File: src/rtl/core/tlma_pkg.sv
`timescale 1ns / 1ps
`default_nettype none

package tlma_pkg;

   // Field and datapath widths
   localparam int TIME_W   = 32;
   localparam int MODE_W   = 3;
   localparam int PCT_W    = 7;
   localparam int TENS_W   = 8;
   localparam int CHAN_W   = 8;
   localparam int CSR_IDX_W = 2;
   localparam int CSR_DATA_W = 8;
   localparam int DIVR_W   = 12;   // divisor / remainder width, covers 2550 ms
   localparam int SCALE_W  = 15;   // level * percent, at most 255 * 127
   localparam int RECIP_W  = 13;
   localparam int SCALED_W = SCALE_W + RECIP_W;
   localparam int RECIP_SHIFT = 19;
   localparam int FLASH_W  = 7;    // position inside one 100 ms flash window

   // floor(x / 100) == (x * 5243) >> 19 for every x below 2^15
   localparam logic [RECIP_W-1:0] RECIP_100 = 13'd5243;

   // Timing constants in milliseconds
   localparam logic [TIME_W-1:0]  FRAME_MS    = 32'd20;
   localparam logic [TIME_W-1:0]  IDENTIFY_MS = 32'd5000;
   localparam logic [FLASH_W-1:0] FLASH_MS    = 7'd100;

   // Opcodes
   localparam logic OP_TICK     = 1'b0;
   localparam logic OP_SET_MODE = 1'b1;

   // Mode codes
   localparam logic [MODE_W-1:0] MODE_PROGRAM      = 3'd0;
   localparam logic [MODE_W-1:0] MODE_PREVIEW      = 3'd1;
   localparam logic [MODE_W-1:0] MODE_STANDBY      = 3'd2;
   localparam logic [MODE_W-1:0] MODE_AMBER        = 3'd3;
   localparam logic [MODE_W-1:0] MODE_WHITE_BREATH = 3'd4;
   localparam logic [MODE_W-1:0] MODE_PAIRING      = 3'd5;
   localparam logic [MODE_W-1:0] MODE_IDENTIFY     = 3'd6;
   localparam logic [MODE_W-1:0] MODE_INVALID      = 3'd7;

   // Register indexes
   localparam logic [CSR_IDX_W-1:0] CSR_MAIN_BRIGHT  = 2'd0;
   localparam logic [CSR_IDX_W-1:0] CSR_STBY_BRIGHT  = 2'd1;
   localparam logic [CSR_IDX_W-1:0] CSR_BREATH_TENS  = 2'd2;

   // Register reset values
   localparam logic [PCT_W-1:0]  MAIN_BRIGHT_RST = 7'd80;
   localparam logic [PCT_W-1:0]  STBY_BRIGHT_RST = 7'd20;
   localparam logic [TENS_W-1:0] BREATH_TENS_RST = 8'd40;

   typedef struct packed {
      logic              opcode;
      logic [MODE_W-1:0] new_mode;
   } req_data_type;

   typedef struct packed {
      logic [CHAN_W-1:0] red;
      logic [CHAN_W-1:0] green;
      logic [CHAN_W-1:0] blue;
      logic [MODE_W-1:0] shown_mode;
   } rsp_data_type;

   // Controller states
   typedef enum logic [3:0] {
      ST_IDLE,
      ST_CHECK,
      ST_SELECT,
      ST_MOD_RUN,
      ST_IDX_RUN,
      ST_LOOKUP,
      ST_SCALE_A,
      ST_SCALE_B,
      ST_FORM
   } state_type;

   // Divider operand selection
   typedef enum logic {
      DIV_MOD,     // elapsed mod period
      DIV_IDX      // remainder * entries / period
   } div_sel_type;

   typedef struct packed {
      logic        accept;
      logic        frame_start;
      logic        div_start;
      div_sel_type div_sel;
      logic        load_bright;
      logic        emit;
   } ctrl_cmd_type;

   typedef struct packed {
      logic              frame_due;
      logic [MODE_W-1:0] mode;
      logic              div_done;
      logic              out_free;
   } dp_status_type;

endpackage

`default_nettype wire

File: src/rtl/core/tlma_div.sv
`timescale 1ns / 1ps
`default_nettype none

// Restoring divider, one quotient bit per cycle
module tlma_div
   import tlma_pkg::*;
(
   input  wire logic              clock,
   input  wire logic              reset,
   input  wire logic              start,
   input  wire logic [TIME_W-1:0] dividend,
   input  wire logic [DIVR_W-1:0] divisor,
   output logic                   done,
   output logic [TIME_W-1:0]      quotient,
   output logic [DIVR_W-1:0]      remainder
);

   localparam int CNT_W = $clog2(TIME_W);

   logic                busy_ff, busy_in;
   logic                done_ff, done_in;
   logic [CNT_W-1:0]    cnt_ff, cnt_in;
   logic [TIME_W-1:0]   quot_ff, quot_in;
   logic [DIVR_W-1:0]   rem_ff, rem_in;
   logic [DIVR_W-1:0]   divisor_ff, divisor_in;
   logic [DIVR_W:0]     trial;
   logic                fits;

   // Trial subtract of the shifted partial remainder
   assign trial = {rem_ff, quot_ff[TIME_W-1]};
   assign fits  = (trial >= {1'b0, divisor_ff});

   always_comb begin
      busy_in    = busy_ff;
      done_in    = 1'b0;
      cnt_in     = cnt_ff;
      quot_in    = quot_ff;
      rem_in     = rem_ff;
      divisor_in = divisor_ff;
      if (start) begin
         busy_in    = 1'b1;
         cnt_in     = CNT_W'(TIME_W - 1);
         quot_in    = dividend;
         rem_in     = '0;
         divisor_in = divisor;
      end else if (busy_ff) begin
         quot_in = {quot_ff[TIME_W-2:0], fits};
         rem_in  = fits ? DIVR_W'(trial - {1'b0, divisor_ff}) : trial[DIVR_W-1:0];
         cnt_in  = cnt_ff - 1'b1;
         if (cnt_ff == '0) begin
            busy_in = 1'b0;
            done_in = 1'b1;
         end
      end
   end

   always_ff @(posedge clock) begin
      if (reset) begin
         busy_ff <= 1'b0;
         done_ff <= 1'b0;
         cnt_ff  <= '0;
      end else begin
         busy_ff <= busy_in;
         done_ff <= done_in;
         cnt_ff  <= cnt_in;
      end
   end

   always_ff @(posedge clock) begin
      quot_ff    <= quot_in;
      rem_ff     <= rem_in;
      divisor_ff <= divisor_in;
   end

   assign done      = done_ff;
   assign quotient  = quot_ff;
   assign remainder = rem_ff;

endmodule

`default_nettype wire

File: src/rtl/core/tlma_dp.sv
`timescale 1ns / 1ps
`default_nettype none

module tlma_dp
   import tlma_pkg::*;
#(
   parameter int BREATH_TABLE_ENTRIES = 256
)
(
   input  wire logic                  clock,
   input  wire logic                  reset,
   input  wire ctrl_cmd_type          cmd,
   output dp_status_type              status,
   input  wire req_data_type          req_data,
   input  wire logic                  csr_write,
   input  wire logic [CSR_IDX_W-1:0]  csr_index,
   input  wire logic [CSR_DATA_W-1:0] csr_wdata,
   output logic                       rsp_valid,
   input  wire logic                  rsp_stall,
   output rsp_data_type               rsp_data
);

   localparam int N       = BREATH_TABLE_ENTRIES;
   localparam int IDX_W   = $clog2(N);
   localparam int N_W     = $clog2(N + 1);
   localparam int PROD_W  = DIVR_W + N_W;
   localparam logic [N_W-1:0]   N_VAL  = N_W'(N);
   localparam logic [IDX_W-1:0] IDX_MAX = IDX_W'(N - 1);

   // Raised-cosine table, worked out at elaboration
   logic [CHAN_W-1:0] breath_rom [N];

   for (genvar gi = 0; gi < N; gi++) begin : g_rom
      localparam longint unsigned P = longint'(gi) * longint'(N - gi);
      localparam longint unsigned D = 64'd5 * longint'(N) * longint'(N) - 64'd4 * P;
      localparam longint unsigned V = (64'd65280 * P * P) / (D * D);
      assign breath_rom[gi] = (V > 64'd255) ? 8'd255 : 8'(V);
   end

   // Configuration registers
   logic [PCT_W-1:0]  main_bright_ff, main_bright_in;
   logic [PCT_W-1:0]  stby_bright_ff, stby_bright_in;
   logic [TENS_W-1:0] breath_tens_ff, breath_tens_in;

   always_comb begin
      main_bright_in = main_bright_ff;
      stby_bright_in = stby_bright_ff;
      breath_tens_in = breath_tens_ff;
      if (csr_write) begin
         case (csr_index)
            CSR_MAIN_BRIGHT: main_bright_in = csr_wdata[PCT_W-1:0];
            CSR_STBY_BRIGHT: stby_bright_in = csr_wdata[PCT_W-1:0];
            CSR_BREATH_TENS: breath_tens_in = csr_wdata[TENS_W-1:0];
            default: ;
         endcase
      end
   end

   always_ff @(posedge clock) begin
      if (reset) begin
         main_bright_ff <= MAIN_BRIGHT_RST;
         stby_bright_ff <= STBY_BRIGHT_RST;
         breath_tens_ff <= BREATH_TENS_RST;
      end else begin
         main_bright_ff <= main_bright_in;
         stby_bright_ff <= stby_bright_in;
         breath_tens_ff <= breath_tens_in;
      end
   end

   // Time and mode state
   logic [TIME_W-1:0]  elapsed_ff, elapsed_in;
   logic [TIME_W-1:0]  last_frame_ff, last_frame_in;
   logic [TIME_W-1:0]  id_start_ff, id_start_in;
   logic [MODE_W-1:0]  active_mode_ff, active_mode_in;
   logic [MODE_W-1:0]  saved_mode_ff, saved_mode_in;
   logic [FLASH_W-1:0] flash_cnt_ff, flash_cnt_in;
   logic               flash_odd_ff, flash_odd_in;
   logic               id_expired;

   assign id_expired = ((elapsed_ff - id_start_ff) >= IDENTIFY_MS);

   always_comb begin
      elapsed_in     = elapsed_ff;
      last_frame_in  = last_frame_ff;
      id_start_in    = id_start_ff;
      active_mode_in = active_mode_ff;
      saved_mode_in  = saved_mode_ff;
      flash_cnt_in   = flash_cnt_ff;
      flash_odd_in   = flash_odd_ff;
      if (cmd.accept) begin
         if (req_data.opcode == OP_TICK) begin
            elapsed_in = elapsed_ff + 1'b1;
            // elapsed mod 100 and the parity of elapsed / 100, kept in step with time
            if (elapsed_ff == '1) begin
               flash_cnt_in = '0;
               flash_odd_in = 1'b0;
            end else if (flash_cnt_ff == FLASH_MS - 1'b1) begin
               flash_cnt_in = '0;
               flash_odd_in = !flash_odd_ff;
            end else begin
               flash_cnt_in = flash_cnt_ff + 1'b1;
            end
         end else if (req_data.new_mode != MODE_INVALID) begin
            if (req_data.new_mode == MODE_IDENTIFY) begin
               if (active_mode_ff != MODE_IDENTIFY) begin
                  saved_mode_in = active_mode_ff;
               end
               id_start_in = elapsed_ff;
            end
            active_mode_in = req_data.new_mode;
         end
      end
      // Frame start: mark time, end identify once it has run its course
      if (cmd.frame_start) begin
         last_frame_in = elapsed_ff;
         if (active_mode_ff == MODE_IDENTIFY && id_expired) begin
            active_mode_in = saved_mode_ff;
         end
      end
   end

   always_ff @(posedge clock) begin
      if (reset) begin
         elapsed_ff     <= '0;
         last_frame_ff  <= '0;
         id_start_ff    <= '0;
         active_mode_ff <= MODE_AMBER;
         saved_mode_ff  <= MODE_AMBER;
         flash_cnt_ff   <= '0;
         flash_odd_ff   <= 1'b0;
      end else begin
         elapsed_ff     <= elapsed_in;
         last_frame_ff  <= last_frame_in;
         id_start_ff    <= id_start_in;
         active_mode_ff <= active_mode_in;
         saved_mode_ff  <= saved_mode_in;
         flash_cnt_ff   <= flash_cnt_in;
         flash_odd_ff   <= flash_odd_in;
      end
   end

   // Shared divider and its operand selection
   logic [TENS_W-1:0] tens_clamped;
   logic [DIVR_W-1:0] period_ms;
   logic [TIME_W-1:0] div_dividend;
   logic [DIVR_W-1:0] div_divisor;
   logic [PROD_W-1:0] idx_dividend;
   logic              div_done;
   logic [TIME_W-1:0] div_quot;
   logic [DIVR_W-1:0] div_rem;

   assign tens_clamped = (breath_tens_ff == '0) ? TENS_W'(1) : breath_tens_ff;
   assign period_ms    = DIVR_W'({tens_clamped, 3'b000}) + DIVR_W'({tens_clamped, 1'b0});
   assign idx_dividend = PROD_W'(div_rem) * PROD_W'(N_VAL);

   always_comb begin
      case (cmd.div_sel)
         DIV_MOD: begin
            div_dividend = elapsed_ff;
            div_divisor  = period_ms;
         end
         DIV_IDX: begin
            div_dividend = TIME_W'(idx_dividend);
            div_divisor  = period_ms;
         end
         default: begin
            div_dividend = elapsed_ff;
            div_divisor  = period_ms;
         end
      endcase
   end

   tlma_div u_div (
      .clock     (clock),
      .reset     (reset),
      .start     (cmd.div_start),
      .dividend  (div_dividend),
      .divisor   (div_divisor),
      .done      (div_done),
      .quotient  (div_quot),
      .remainder (div_rem)
   );

   // Table lookup
   logic [IDX_W-1:0]  table_idx;
   logic [CHAN_W-1:0] bright_ff;

   assign table_idx = (div_quot >= TIME_W'(N)) ? IDX_MAX : div_quot[IDX_W-1:0];

   always_ff @(posedge clock) begin
      if (cmd.load_bright) begin
         bright_ff <= breath_rom[table_idx];
      end
   end

   // Scaling pipeline: percent products, then divide by 100 via reciprocal
   logic [SCALE_W-1:0]  prod_lvl_ff, prod_main_ff, prod_stby_ff;
   logic [SCALED_W-1:0] recip_lvl_ff, recip_main_ff, recip_stby_ff;

   always_ff @(posedge clock) begin
      prod_lvl_ff   <= SCALE_W'(bright_ff) * SCALE_W'(main_bright_ff);
      prod_main_ff  <= SCALE_W'({main_bright_ff, 8'h00}) - SCALE_W'(main_bright_ff);
      prod_stby_ff  <= SCALE_W'({stby_bright_ff, 8'h00}) - SCALE_W'(stby_bright_ff);
      recip_lvl_ff  <= SCALED_W'(prod_lvl_ff) * SCALED_W'(RECIP_100);
      recip_main_ff <= SCALED_W'(prod_main_ff) * SCALED_W'(RECIP_100);
      recip_stby_ff <= SCALED_W'(prod_stby_ff) * SCALED_W'(RECIP_100);
   end

   // Saturate the quotients to 8 bits
   localparam int QUOT_W = SCALED_W - RECIP_SHIFT;

   logic [QUOT_W-1:0]  q_lvl, q_main, q_stby;
   logic [CHAN_W-1:0]  lvl, solid_main, solid_stby;
   logic [SCALE_W-1:0] amber_prod;
   rsp_data_type       frame;

   assign q_lvl  = recip_lvl_ff[SCALED_W-1:RECIP_SHIFT];
   assign q_main = recip_main_ff[SCALED_W-1:RECIP_SHIFT];
   assign q_stby = recip_stby_ff[SCALED_W-1:RECIP_SHIFT];

   assign lvl        = (q_lvl  > QUOT_W'(255)) ? 8'hFF : q_lvl[CHAN_W-1:0];
   assign solid_main = (q_main > QUOT_W'(255)) ? 8'hFF : q_main[CHAN_W-1:0];
   assign solid_stby = (q_stby > QUOT_W'(255)) ? 8'hFF : q_stby[CHAN_W-1:0];

   // lvl * 96 as a shift-add
   assign amber_prod = SCALE_W'({lvl, 6'b000000}) + SCALE_W'({lvl, 5'b00000});

   // Frame color per mode
   always_comb begin
      frame            = '0;
      frame.shown_mode = active_mode_ff;
      case (active_mode_ff)
         MODE_PROGRAM: frame.red = solid_main;
         MODE_PREVIEW: frame.green = solid_main;
         MODE_STANDBY: begin
            frame.red   = solid_stby;
            frame.green = solid_stby;
            frame.blue  = solid_stby;
         end
         MODE_AMBER: begin
            frame.red   = lvl;
            frame.green = CHAN_W'(amber_prod[SCALE_W-1:8]);
         end
         MODE_WHITE_BREATH: begin
            frame.red   = lvl;
            frame.green = lvl;
            frame.blue  = lvl;
         end
         MODE_PAIRING: frame.blue = lvl;
         MODE_IDENTIFY: begin
            // on during even 100 ms windows
            if (!flash_odd_ff) begin
               frame.red   = 8'hFF;
               frame.green = 8'hFF;
               frame.blue  = 8'hFF;
            end
         end
         default: ;
      endcase
   end

   // Output register
   logic         rsp_valid_ff, rsp_valid_in;
   rsp_data_type rsp_data_ff;

   always_comb begin
      rsp_valid_in = rsp_valid_ff;
      if (cmd.emit) begin
         rsp_valid_in = 1'b1;
      end else if (!rsp_stall) begin
         rsp_valid_in = 1'b0;
      end
   end

   always_ff @(posedge clock) begin
      if (reset) begin
         rsp_valid_ff <= 1'b0;
      end else begin
         rsp_valid_ff <= rsp_valid_in;
      end
   end

   always_ff @(posedge clock) begin
      if (cmd.emit) begin
         rsp_data_ff <= frame;
      end
   end

   assign rsp_valid = rsp_valid_ff;
   assign rsp_data  = rsp_data_ff;

   // Status to the controller
   assign status.frame_due = ((elapsed_ff - last_frame_ff) >= FRAME_MS);
   assign status.mode      = active_mode_ff;
   assign status.div_done  = div_done;
   assign status.out_free  = !rsp_valid_ff || !rsp_stall;

endmodule

`default_nettype wire

File: src/rtl/core/tlma_ctrl.sv
`timescale 1ns / 1ps
`default_nettype none

module tlma_ctrl
   import tlma_pkg::*;
(
   input  wire logic          clock,
   input  wire logic          reset,
   input  wire logic          req_valid,
   input  wire logic          item_opcode,
   input  wire dp_status_type status,
   output ctrl_cmd_type       cmd,
   output logic               busy
);

   state_type state_ff, state_in;
   logic      is_breath;

   assign is_breath = status.mode inside {MODE_AMBER, MODE_WHITE_BREATH, MODE_PAIRING};

   // Next state
   always_comb begin
      state_in = state_ff;
      case (state_ff)
         ST_IDLE: begin
            if (req_valid && item_opcode == OP_TICK) begin
               state_in = ST_CHECK;
            end
         end
         ST_CHECK:
            state_in = status.frame_due ? ST_SELECT : ST_IDLE;
         ST_SELECT: begin
            if (is_breath) begin
               state_in = ST_MOD_RUN;
            end else begin
               state_in = ST_SCALE_A;
            end
         end
         ST_MOD_RUN: begin
            if (status.div_done) begin
               state_in = ST_IDX_RUN;
            end
         end
         ST_IDX_RUN: begin
            if (status.div_done) begin
               state_in = ST_LOOKUP;
            end
         end
         ST_LOOKUP:  state_in = ST_SCALE_A;
         ST_SCALE_A: state_in = ST_SCALE_B;
         ST_SCALE_B: state_in = ST_FORM;
         ST_FORM: begin
            if (status.out_free) begin
               state_in = ST_IDLE;
            end
         end
         default: state_in = ST_IDLE;
      endcase
   end

   // Outputs
   always_comb begin
      cmd = '{accept: 1'b0, frame_start: 1'b0, div_start: 1'b0, div_sel: DIV_MOD,
              load_bright: 1'b0, emit: 1'b0};
      case (state_ff)
         ST_IDLE:   cmd.accept = req_valid;
         ST_CHECK:  cmd.frame_start = status.frame_due;
         ST_SELECT: begin
            if (is_breath) begin
               cmd.div_start = 1'b1;
               cmd.div_sel   = DIV_MOD;
            end
         end
         ST_MOD_RUN: begin
            cmd.div_sel   = DIV_IDX;
            cmd.div_start = status.div_done;
         end
         ST_LOOKUP: cmd.load_bright = 1'b1;
         ST_FORM:   cmd.emit = status.out_free;
         default: ;
      endcase
   end

   always_ff @(posedge clock) begin
      if (reset) begin
         state_ff <= ST_IDLE;
      end else begin
         state_ff <= state_in;
      end
   end

   assign busy = (state_ff != ST_IDLE);

endmodule

`default_nettype wire

File: src/rtl/core/tally_led_mode_animator.sv
`timescale 1ns / 1ps
`default_nettype none

// A set-mode transaction is taken in the idle state; a tick with no frame due also passes
// through the frame check. A frame tick for solid modes and identify then runs select,
// the scaling states and form; breathing modes add two passes of the shared divider, then
// lookup, before scaling. Form registers the color once the previous one leaves rsp_stall.
// The next transaction is accepted when the item is done. Reset is synchronous, active
// high: time counters clear, mode is amber breathing, registers take their defaults.
module tally_led_mode_animator
   import tlma_pkg::*;
#(
   parameter int BREATH_TABLE_ENTRIES = 256
)
(
   input  wire logic                  clock,
   input  wire logic                  reset,
   input  wire logic                  req_valid,
   output logic                       req_stall,
   input  wire req_data_type          req_data,
   output logic                       rsp_valid,
   input  wire logic                  rsp_stall,
   output rsp_data_type               rsp_data,
   input  wire logic                  csr_write,
   input  wire logic [CSR_IDX_W-1:0]  csr_index,
   input  wire logic [CSR_DATA_W-1:0] csr_wdata
);

   ctrl_cmd_type  cmd;
   dp_status_type status;
   logic          busy;

   tlma_ctrl u_ctrl (
      .clock       (clock),
      .reset       (reset),
      .req_valid   (req_valid),
      .item_opcode (req_data.opcode),
      .status      (status),
      .cmd         (cmd),
      .busy        (busy)
   );

   tlma_dp #(
      .BREATH_TABLE_ENTRIES (BREATH_TABLE_ENTRIES)
   ) u_dp (
      .clock     (clock),
      .reset     (reset),
      .cmd       (cmd),
      .status    (status),
      .req_data  (req_data),
      .csr_write (csr_write),
      .csr_index (csr_index),
      .csr_wdata (csr_wdata),
      .rsp_valid (rsp_valid),
      .rsp_stall (rsp_stall),
      .rsp_data  (rsp_data)
   );

   assign req_stall = busy;

endmodule

`default_nettype wire

File: config.mk
export PLATFORM = sky130hd
export DESIGN_NAME = tally_led_mode_animator
export DESIGN_NICKNAME = d
export VERILOG_FILES = /design/src/rtl/core/tlma_pkg.sv /design/src/rtl/core/tlma_div.sv /design/src/rtl/core/tlma_dp.sv /design/src/rtl/core/tlma_ctrl.sv /design/src/rtl/core/tally_led_mode_animator.sv
export SDC_FILE = /design/constraint.sdc
export NUM_CORES = 2
export LEC_CHECK = 0
export BUFFER_PORTS_ARGS = -buffer_cell sky130_fd_sc_hd__buf_2
export CAP_MARGIN = 20
export CORE_MARGIN = 5
export CORE_UTILIZATION = 65
export DETAILED_ROUTE_END_ITERATION = 16
export PLACE_DENSITY = 0.86
export SYNTH_ARGS = -nofsm -noshare
export SYNTH_HDL_FRONTEND = slang
export SYNTH_SLANG_ARGS = --single-unit
export TNS_END_PERCENT = 5
File: constraint.sdc
create_clock -name clock -period 6.9 [get_ports clock]
set_clock_uncertainty 0.1 [all_clocks]
set_input_delay 0.69 -clock clock [delete_from_list [all_inputs] [get_ports clock]]
set_output_delay 0.69 -clock clock [all_outputs]
set_load 0.02 [all_outputs]
# After elaboration in Yosys (flattened, before gate mapping)
# Memory sizes are Yosys's and may differ from the RTL's. A register that Yosys moved wholly into a read port is not among the register bits.
# Index checks and enable logic that the tools add are counted.
dict set report classes {
  addsub 10
  mul 4
  div 0
  n_lt_le_gt_ge 7
  n_eq_ne 26
  shifts 0
  n_mux 43
  bitwise_logic 4
  reduce_logical 26
}
# operator n
set op_table {}
lappend op_table {{15-bit by 13-bit multiplier with 28-bit output, second input constant} 3}
lappend op_table {{32-bit 2-to-1 mux} 2}
lappend op_table {{32-bit one-hot mux with 2 select lines} 1}
lappend op_table {{32-bit subtractor} 2}
lappend op_table {{8-bit 2-to-1 mux} 5}
lappend op_table {{8-bit one-hot mux with 5 select lines} 1}
lappend op_table {{4-bit one-hot mux with 9 select lines} 1}
lappend op_table {{32-bit by 1-bit adder with 32-bit output, second input constant} 1}
lappend op_table {{32-bit == test, second input constant} 1}
lappend op_table {{32-bit by 13-bit greater-or-equal comparator with 1-bit output, second input constant} 1}
lappend op_table {{32-bit by 5-bit greater-or-equal comparator with 1-bit output, second input constant} 1}
lappend op_table {{32-bit by 9-bit greater-or-equal comparator with 1-bit output, second input constant} 1}
lappend op_table {{8-bit one-hot mux with 4 select lines} 1}
lappend op_table {{15-bit by 7-bit subtractor with 15-bit output} 2}
lappend op_table {{9-bit by 8-bit > comparator with 1-bit output, second input constant} 3}
lappend op_table {{24-bit 2-to-1 mux} 1}
lappend op_table {{8-bit one-hot mux with 3 select lines} 1}
lappend op_table {{3-bit 2-to-1 mux} 6}
lappend op_table {{4-bit by 3-bit == test with 1-bit output, second input constant} 4}
lappend op_table {{4-bit 2-to-1 mux} 4}
lappend op_table {{14-bit by 13-bit adder with 15-bit output} 1}
lappend op_table {{8-bit by 7-bit multiplier with 15-bit output} 1}
lappend op_table {{7-bit 2-to-1 mux} 2}
lappend op_table {{13-bit by 12-bit greater-or-equal comparator with 1-bit output} 1}
lappend op_table {{39 further kinds} 73}
dict set report totals {
  ff_bits 356
  latch_bits 0
  ram_bits 0
  mem_bits_ro 2048
  in_bits 19
  output_inout_bits 29
  word_cells 149
  mem_count 1
}
# name words width read_ports rd_clocked_by_memory_dff write_ports line_no
set mem_list {}
lappend mem_list {{(name not given)} 256 8 1 1 0 tlma_dp.sv:193} ;# bright_ff <= breath_rom[table_idx];

# Logic depth before layout (Yosys ltp)
dict set report depth {
  word_depth 7
  ltp_mapped 21
  depth_no_buf 21
}

# Cells and area by module
# Synthesis repeated with hierarchy kept, for this count alone.
dict set report hier_totals {
  hier_cells 3423
  area_unflattened_um2 30663.2
}
# mod n_inst cells_each area_per_inst_um2 seq_area_each_um2
set modules_own_cells {}
lappend modules_own_cells {tlma_dp 1 3114 27086.0 5154.9}
lappend modules_own_cells {tlma_div 1 263 3195.6 1701.6}
lappend modules_own_cells {tlma_ctrl 1 46 381.6 80.1}

# Worst setup path after synthesis
# No wires, ideal clock.
dict set report synth_path {
  path_type {register to register}
  from {register u_dp.prod_stby_ff[11]}
  to {register u_dp.recip_stby_ff[25]}
  setup_time_ns 0.129
  t_arrival_ns 4.963
  setup_slack_ns 1.708
  stages_incl_launch_ff 22
  period_less_slack_ns 5.192
  cell_sequence {dfxtp_1 -> fa_1 -> ha_1 -> inv_1 -> fa_1 -> inv_1 -> fa_1 -> inv_1 -> fa_1 -> inv_1 -> ha_1 -> a21o_1 -> a21o_1 -> a21o_1 -> a21oi_1 -> a2bb2oi_1 -> o31a_1 -> nor4b_1 -> nor2_1 -> a21o_1 -> a211oi_1 -> nor2_1}
}
dict set report synth_via {
  elab_chain_cells 1
}
# element line_no
set synth_rtl {}
lappend synth_rtl {{start: declaration} tlma_dp.sv:198} ;# logic [SCALE_W-1:0] prod_lvl_ff, prod_main_ff, prod_stby_ff;
lappend synth_rtl {{start signal: assignment} tlma_dp.sv:204} ;# prod_stby_ff <= SCALE_W'({stby_bright_ff, 8'h00}) - SCALE_W'(stby_bright_ff);
lappend synth_rtl {{15-bit by 13-bit multiplier with 28-bit output} tlma_dp.sv:207} ;# recip_stby_ff <= SCALED_W'(prod_stby_ff) * SCALED_W'(RECIP_100);
lappend synth_rtl {{end signal: assignment} tlma_dp.sv:207}
lappend synth_rtl {{end: declaration} tlma_dp.sv:199} ;# logic [SCALED_W-1:0] recip_lvl_ff, recip_main_ff, recip_stby_ff;
# Every way passes these cells.
# A chain may end at the register's enable or synchronous reset.

# Worst setup path after layout
dict set report layout_path {
  from {register u_dp.prod_main_ff[5]}
  to {register u_dp.recip_main_ff[27]}
}
dict set report layout_via {
  elab_chain_cells 1
}
# element line_no
set layout_rtl {}
lappend layout_rtl {{start: declaration} tlma_dp.sv:198}
lappend layout_rtl {{start signal: assignment} tlma_dp.sv:203} ;# prod_main_ff <= SCALE_W'({main_bright_ff, 8'h00}) - SCALE_W'(main_bright_ff);
lappend layout_rtl {{15-bit by 13-bit multiplier with 28-bit output} tlma_dp.sv:206} ;# recip_main_ff <= SCALED_W'(prod_main_ff) * SCALED_W'(RECIP_100);
lappend layout_rtl {{end signal: assignment} tlma_dp.sv:206}
lappend layout_rtl {{end: declaration} tlma_dp.sv:199}
# Every way passes these cells.

==> impl_metrics.py <==
metrics = {
    "worst_setup_path": {
        "crit_cells": 20,
        "cpPeakStageDelay_ps": 570,
        "startpoint_type": "register",
        "r2r-start": "u_dp.prod_main_ff[5]",
        "rr_endpoint": "u_dp.recip_main_ff[27]",
        "path_buf_inv": 4,
        "crit_type": "register to register",
        "rrSetupSlack_ps": 1230,
        "crit_chain": "inv_1 > fa_1 > inv_1 > ha_1 > fa_1 > fa_1 > inv_1 > fa_1 > inv_1 > ha_1 > and3_1 > o21ai_0 > o311ai_1 > a41oi_1 > a211oi_1 > a41o_1 > o21ai_0 > nand2b_1 > a21oi_1 > xnor2_1",
        "cp_top_family": "adder cells",
        "slowest_stage": "fa_1",
        "arrival_ps": 6000,
        "endpoint_kind": "register",
        "critPathRequiredTime_ps": 7240,
        "cp_max_fo": 5,
        "r2r_cells": 20,
    },
    "routing": {
        "drt_wl_total_um": 75000,
        "drc": 0,
        "dr.pass1.iters": 6,
        "avgViaCountPerCell": 6.02,
        "via_count": 25100,
        "wire_per_inst_um": 18.0,
        "drtIter0Drc": 2527,
        "antenna_left": 0,
    },
    "clock_tree": {
        "clock_sinks": 306,
        "cts_resized": 0,
        "cts_inserted_buffers": 35,
        "cts_root_buffer": "clkbuf_16",
        "cts_setup_buffers": 0,
        "clock_latency_ps": 560,
        "cts.reportedPaths.clkPinSlew_ps": 60,
        "clk_path_buf_depth": 3,
        "ctsHoldBuffers": 0,
        "htreeDepth": 2,
        "cts_tree": "yes",
    },
    "timing": {
        "finalSetupViolations": 0,
        "post-route-period-util_pct": 82.1,
        "min_period_ps": 5670,
        "slew_violations": 0,
        "fmax_ghz": 0.177,
        "rsz0062_at_grt": "false",
        "tns_ps": 0,
        "hold_viol_final": 0,
        "worst_slew_pin_slew_ps": 1040,
        "maxSlewHeadroom_pct": 30.5,
    },
    "floorplanning": {
        "die_w_um": 228,
        "ios": 48,
        "die_h_um": 228,
        "dieArea_um2": 52100,
        "rows": 80,
        "core-area_um2": 47400,
        "start_util_pct": 65.3,
    },
    "logic_synthesis": {
        "synthTopCellsByArea": "ha_1 17%, fa_1 16%, dfxtp_1 15%",
        "avgSynthCellArea_um2": 8.64,
        "post_synth_num_cell_types": 88,
        "synth-seq-cells": 306,
        "synth_area_um2": 31000,
        "seq_area_frac_synth_pct": 22.3,
        "async_flop_share_pct": 0,
        "syn_nets": 4274,
        "synth_ff_type": "dfxtp_1",
        "yosysTopAreaCell": "ha_1",
        "syn_inst": 3585,
        "yosys_warnings": 0,
        "synth_top_area_share_pct": 17.4,
        "synth_edf_count": 78,
    },
    "layout": {
        "fillCellCount": 3493,
        "area_growth_pct": 5.56,
        "ff_latch_area_um2": 6910,
        "diodes": 0,
        "fin_nets": 4222,
        "final_area_um2": 32700,
        "multi_input_area_um2": 21200,
        "layoutNonFillerInstCount": 4175,
        "drive_gt1_share_pct": 4.24,
        "final_core_util_pct": 68.9,
    },
    "power": {
        "pwr-share-comb_pct": 54.6,
        "p_int_uw": 5490,
        "switching_share_pct": 42.6,
        "p_switching_uw": 4070,
        "p_seq_share_pct": 25.7,
        "irDropWorstVdd_v": 0.000267,
        "pwr-share-clk_pct": 19.7,
        "power_density_nw_per_um2": 293,
        "p_leak_uw": 0.0158,
    },
    "hold_path": {
        "whs_endpoint": "u_dp.breath_tens_ff[7]",
        "min_path_type": "primary input to register",
        "hp-start": "csr_wdata[7]",
        "whs_path_depth": 3,
    },
    "place": {
        "portBuffers": 47,
        "place_inst": 4110,
        "dpl-instance-area_um2": 31500,
        "globalplace.congestion": 0.970,
        "hpwl_um": 57400,
    },
    "grt": {
        "grt_use_total_pct": 28.0,
        "antenna_found_initial": 0,
        "overflow": 0,
        "grt_pass1_vias": 24800,
        "grt_max_degree": 126,
        "grt_first_pass_wirelength_um": 123000,
    },
    "run": {
        "maxCapViolations": 0,
    },
    "status": {
        "outcome": "complete, no violations",
    },
}
## worst max path at each step
stage / start / end / slack (ps)
2_1_floorplan: u_dp.prod_stby_ff[11] / u_dp.recip_stby_ff[25] / 1710
3_3_place_gp: u_dp.prod_stby_ff[10] / u_dp.recip_stby_ff[25] / 1440
3_5_place_dp: u_dp.prod_stby_ff[9] / u_dp.recip_stby_ff[25] / 1280
4_1_cts: u_dp.prod_main_ff[5] / u_dp.recip_main_ff[27] / 1220
5_1_grt: u_dp.prod_main_ff[5] / u_dp.recip_main_ff[27] / 880
6_report: u_dp.prod_main_ff[5] / u_dp.recip_main_ff[27] / 1230
## cell usage after synthesis (14+ instances only)
| cell | n |
|---|---|
| a22o_1 | 19 |
| ha_1 | 430 |
| a21oi_1 | 224 |
| o211ai_1 | 29 |
| nand3_1 | 51 |
| xor2_1 | 55 |
| or3_1 | 20 |
| nor2_1 | 248 |
| nand2b_1 | 88 |
| a21o_1 | 33 |
| nor3_1 | 61 |
| dfxtp_1 | 228 |
| o22ai_1 | 14 |
| o21bai_1 | 21 |
| nand4_1 | 30 |
| and3_1 | 23 |
| inv_1 | 610 |
| clkbuf_1 | 132 |
| o21a_1 | 33 |
| nor4_1 | 24 |
| o21ai_0 | 144 |
| xnor2_1 | 63 |
| nor2b_1 | 32 |
| edfxtp_1 | 78 |
| mux2i_1 | 74 |
| a211oi_1 | 19 |
| and2_1 | 36 |
| fa_1 | 240 |
| a31oi_1 | 27 |
| nand2_1 | 265 |
## state kept, by name (all words and copies together) (netlist names), 9 cells and up
name                   cells
u_dp.id_start_ff          32
u_dp.recip_lvl_ff          9
u_dp.u_div.remainder      12
u_dp.u_div.quotient       32
u_dp.prod_lvl_ff          15
u_dp.prod_stby_ff         15
u_dp.recip_stby_ff         9
u_dp.last_frame_ff        32
u_dp.recip_main_ff         9
u_dp.u_div.divisor_ff     11
u_dp.rsp_data             27
u_dp.prod_main_ff         15
u_dp.elapsed_ff           32
## placed cells by master (no fill, tap or decap), types with 9 or more instances in the layout
| cell | instances |
|---|---|
| o21ai_0 | 144 |
| nand3_1 | 51 |
| a31oi_1 | 27 |
| edfxtp_1 | 78 |
| nand4_1 | 30 |
| nor4_1 | 23 |
| and3_1 | 23 |
| o21a_1 | 33 |
| nor3_1 | 61 |
| o221ai_1 | 13 |
| a21boi_0 | 9 |
| nand2b_1 | 88 |
| nand2_1 | 265 |
| o22ai_1 | 14 |
| a22o_1 | 19 |
| a221oi_1 | 9 |
| nor2b_1 | 32 |
| mux2i_1 | 74 |
| a21oi_1 | 221 |
| and2_1 | 36 |
| xor2_1 | 55 |
| or3_1 | 20 |
| a211oi_1 | 19 |
| o211ai_1 | 29 |
| a211o_1 | 13 |
| o21bai_1 | 21 |
| nand3b_1 | 9 |
| ha_1 | 430 |
| fa_1 | 240 |
| a21o_1 | 33 |
| buf_4 | 19 |
| xnor2_1 | 63 |
| clkbuf_16 | 36 |
| buf_2 | 46 |
| dfxtp_1 | 228 |
| o2111ai_1 | 11 |
| inv_1 | 610 |
| nor2_1 | 248 |
## final cells by class
class                           instances  share of cell area, %
Multi-Input combinational cell       2513                   64.7
Tap cell                              615                   2.35
Sequential cell                       306                   21.1
Clock inverter                         14                  0.398
Inverter                              611                   7.02
Clock buffer                           50                   3.13
Timing Repair Buffer                   66                   1.23
## logic make-up (layout without fill, tap and decap cells)
family          Yosys count  count (layout)  share of synthesized area (%)
buf+inv                 766             741                           9.48
simple gates            934             934                           14.7
xor+xnor                118             118                           3.34
fa+ha+maj               671             671                           32.9
mux                      79              79                           2.57
flops                   306             306                           22.3
compound gates          711             711                           14.7
## worst register-to-register path, stage by stage (launching register included)
cell      delay, ps
dfxtp_1         460
inv_1           150
fa_1            570
inv_1            50
ha_1            210
fa_1            500
fa_1            500
inv_1            60
fa_1            530
inv_1            40
ha_1            280
and3_1          170
o21ai_0          90
o311ai_1        460
a41oi_1         300
a211oi_1        420
a41o_1          280
o21ai_0          80
nand2b_1        110
a21oi_1          90
xnor2_1         120
## per-stage QoR
stage | hold slack (ps) | total power [µW] | worst slack [ps]
floorplan | 263 | 6330 | 1710
global placement | 336 | 7320 | 1440
detailed placement | 336 | 7620 | 1280
CTS | 261 | 9570 | 1220
global route | 341 | 10400 | 881
finish | 279 | 9560 | 1230
## power by group through the flow
| stage | combinational (µW) | clock (µW) | sequential (µW) |
|---|---|---|---|
| 2_1_floorplan | 3990 | 0 | 2330 |
| 3_3_place_gp | 4840 | 0 | 2480 |
| 3_5_place_dp | 5130 | 0 | 2490 |
| 4_1_cts | 5210 | 1910 | 2450 |
| 5_1_grt | 5930 | 1980 | 2490 |
| 6_report | 5220 | 1880 | 2460 |
## layer usage
metal	share of wire [%]	vias to the layer above	GRT usage, %
met2	48	1010	47.6
met1	42	12000	37.2
li1	-	12000	-
met3	6.5	194	3.59
met5	0	-	0
met4	3.4	0	9.51
(Power assumes the default switching activity.)
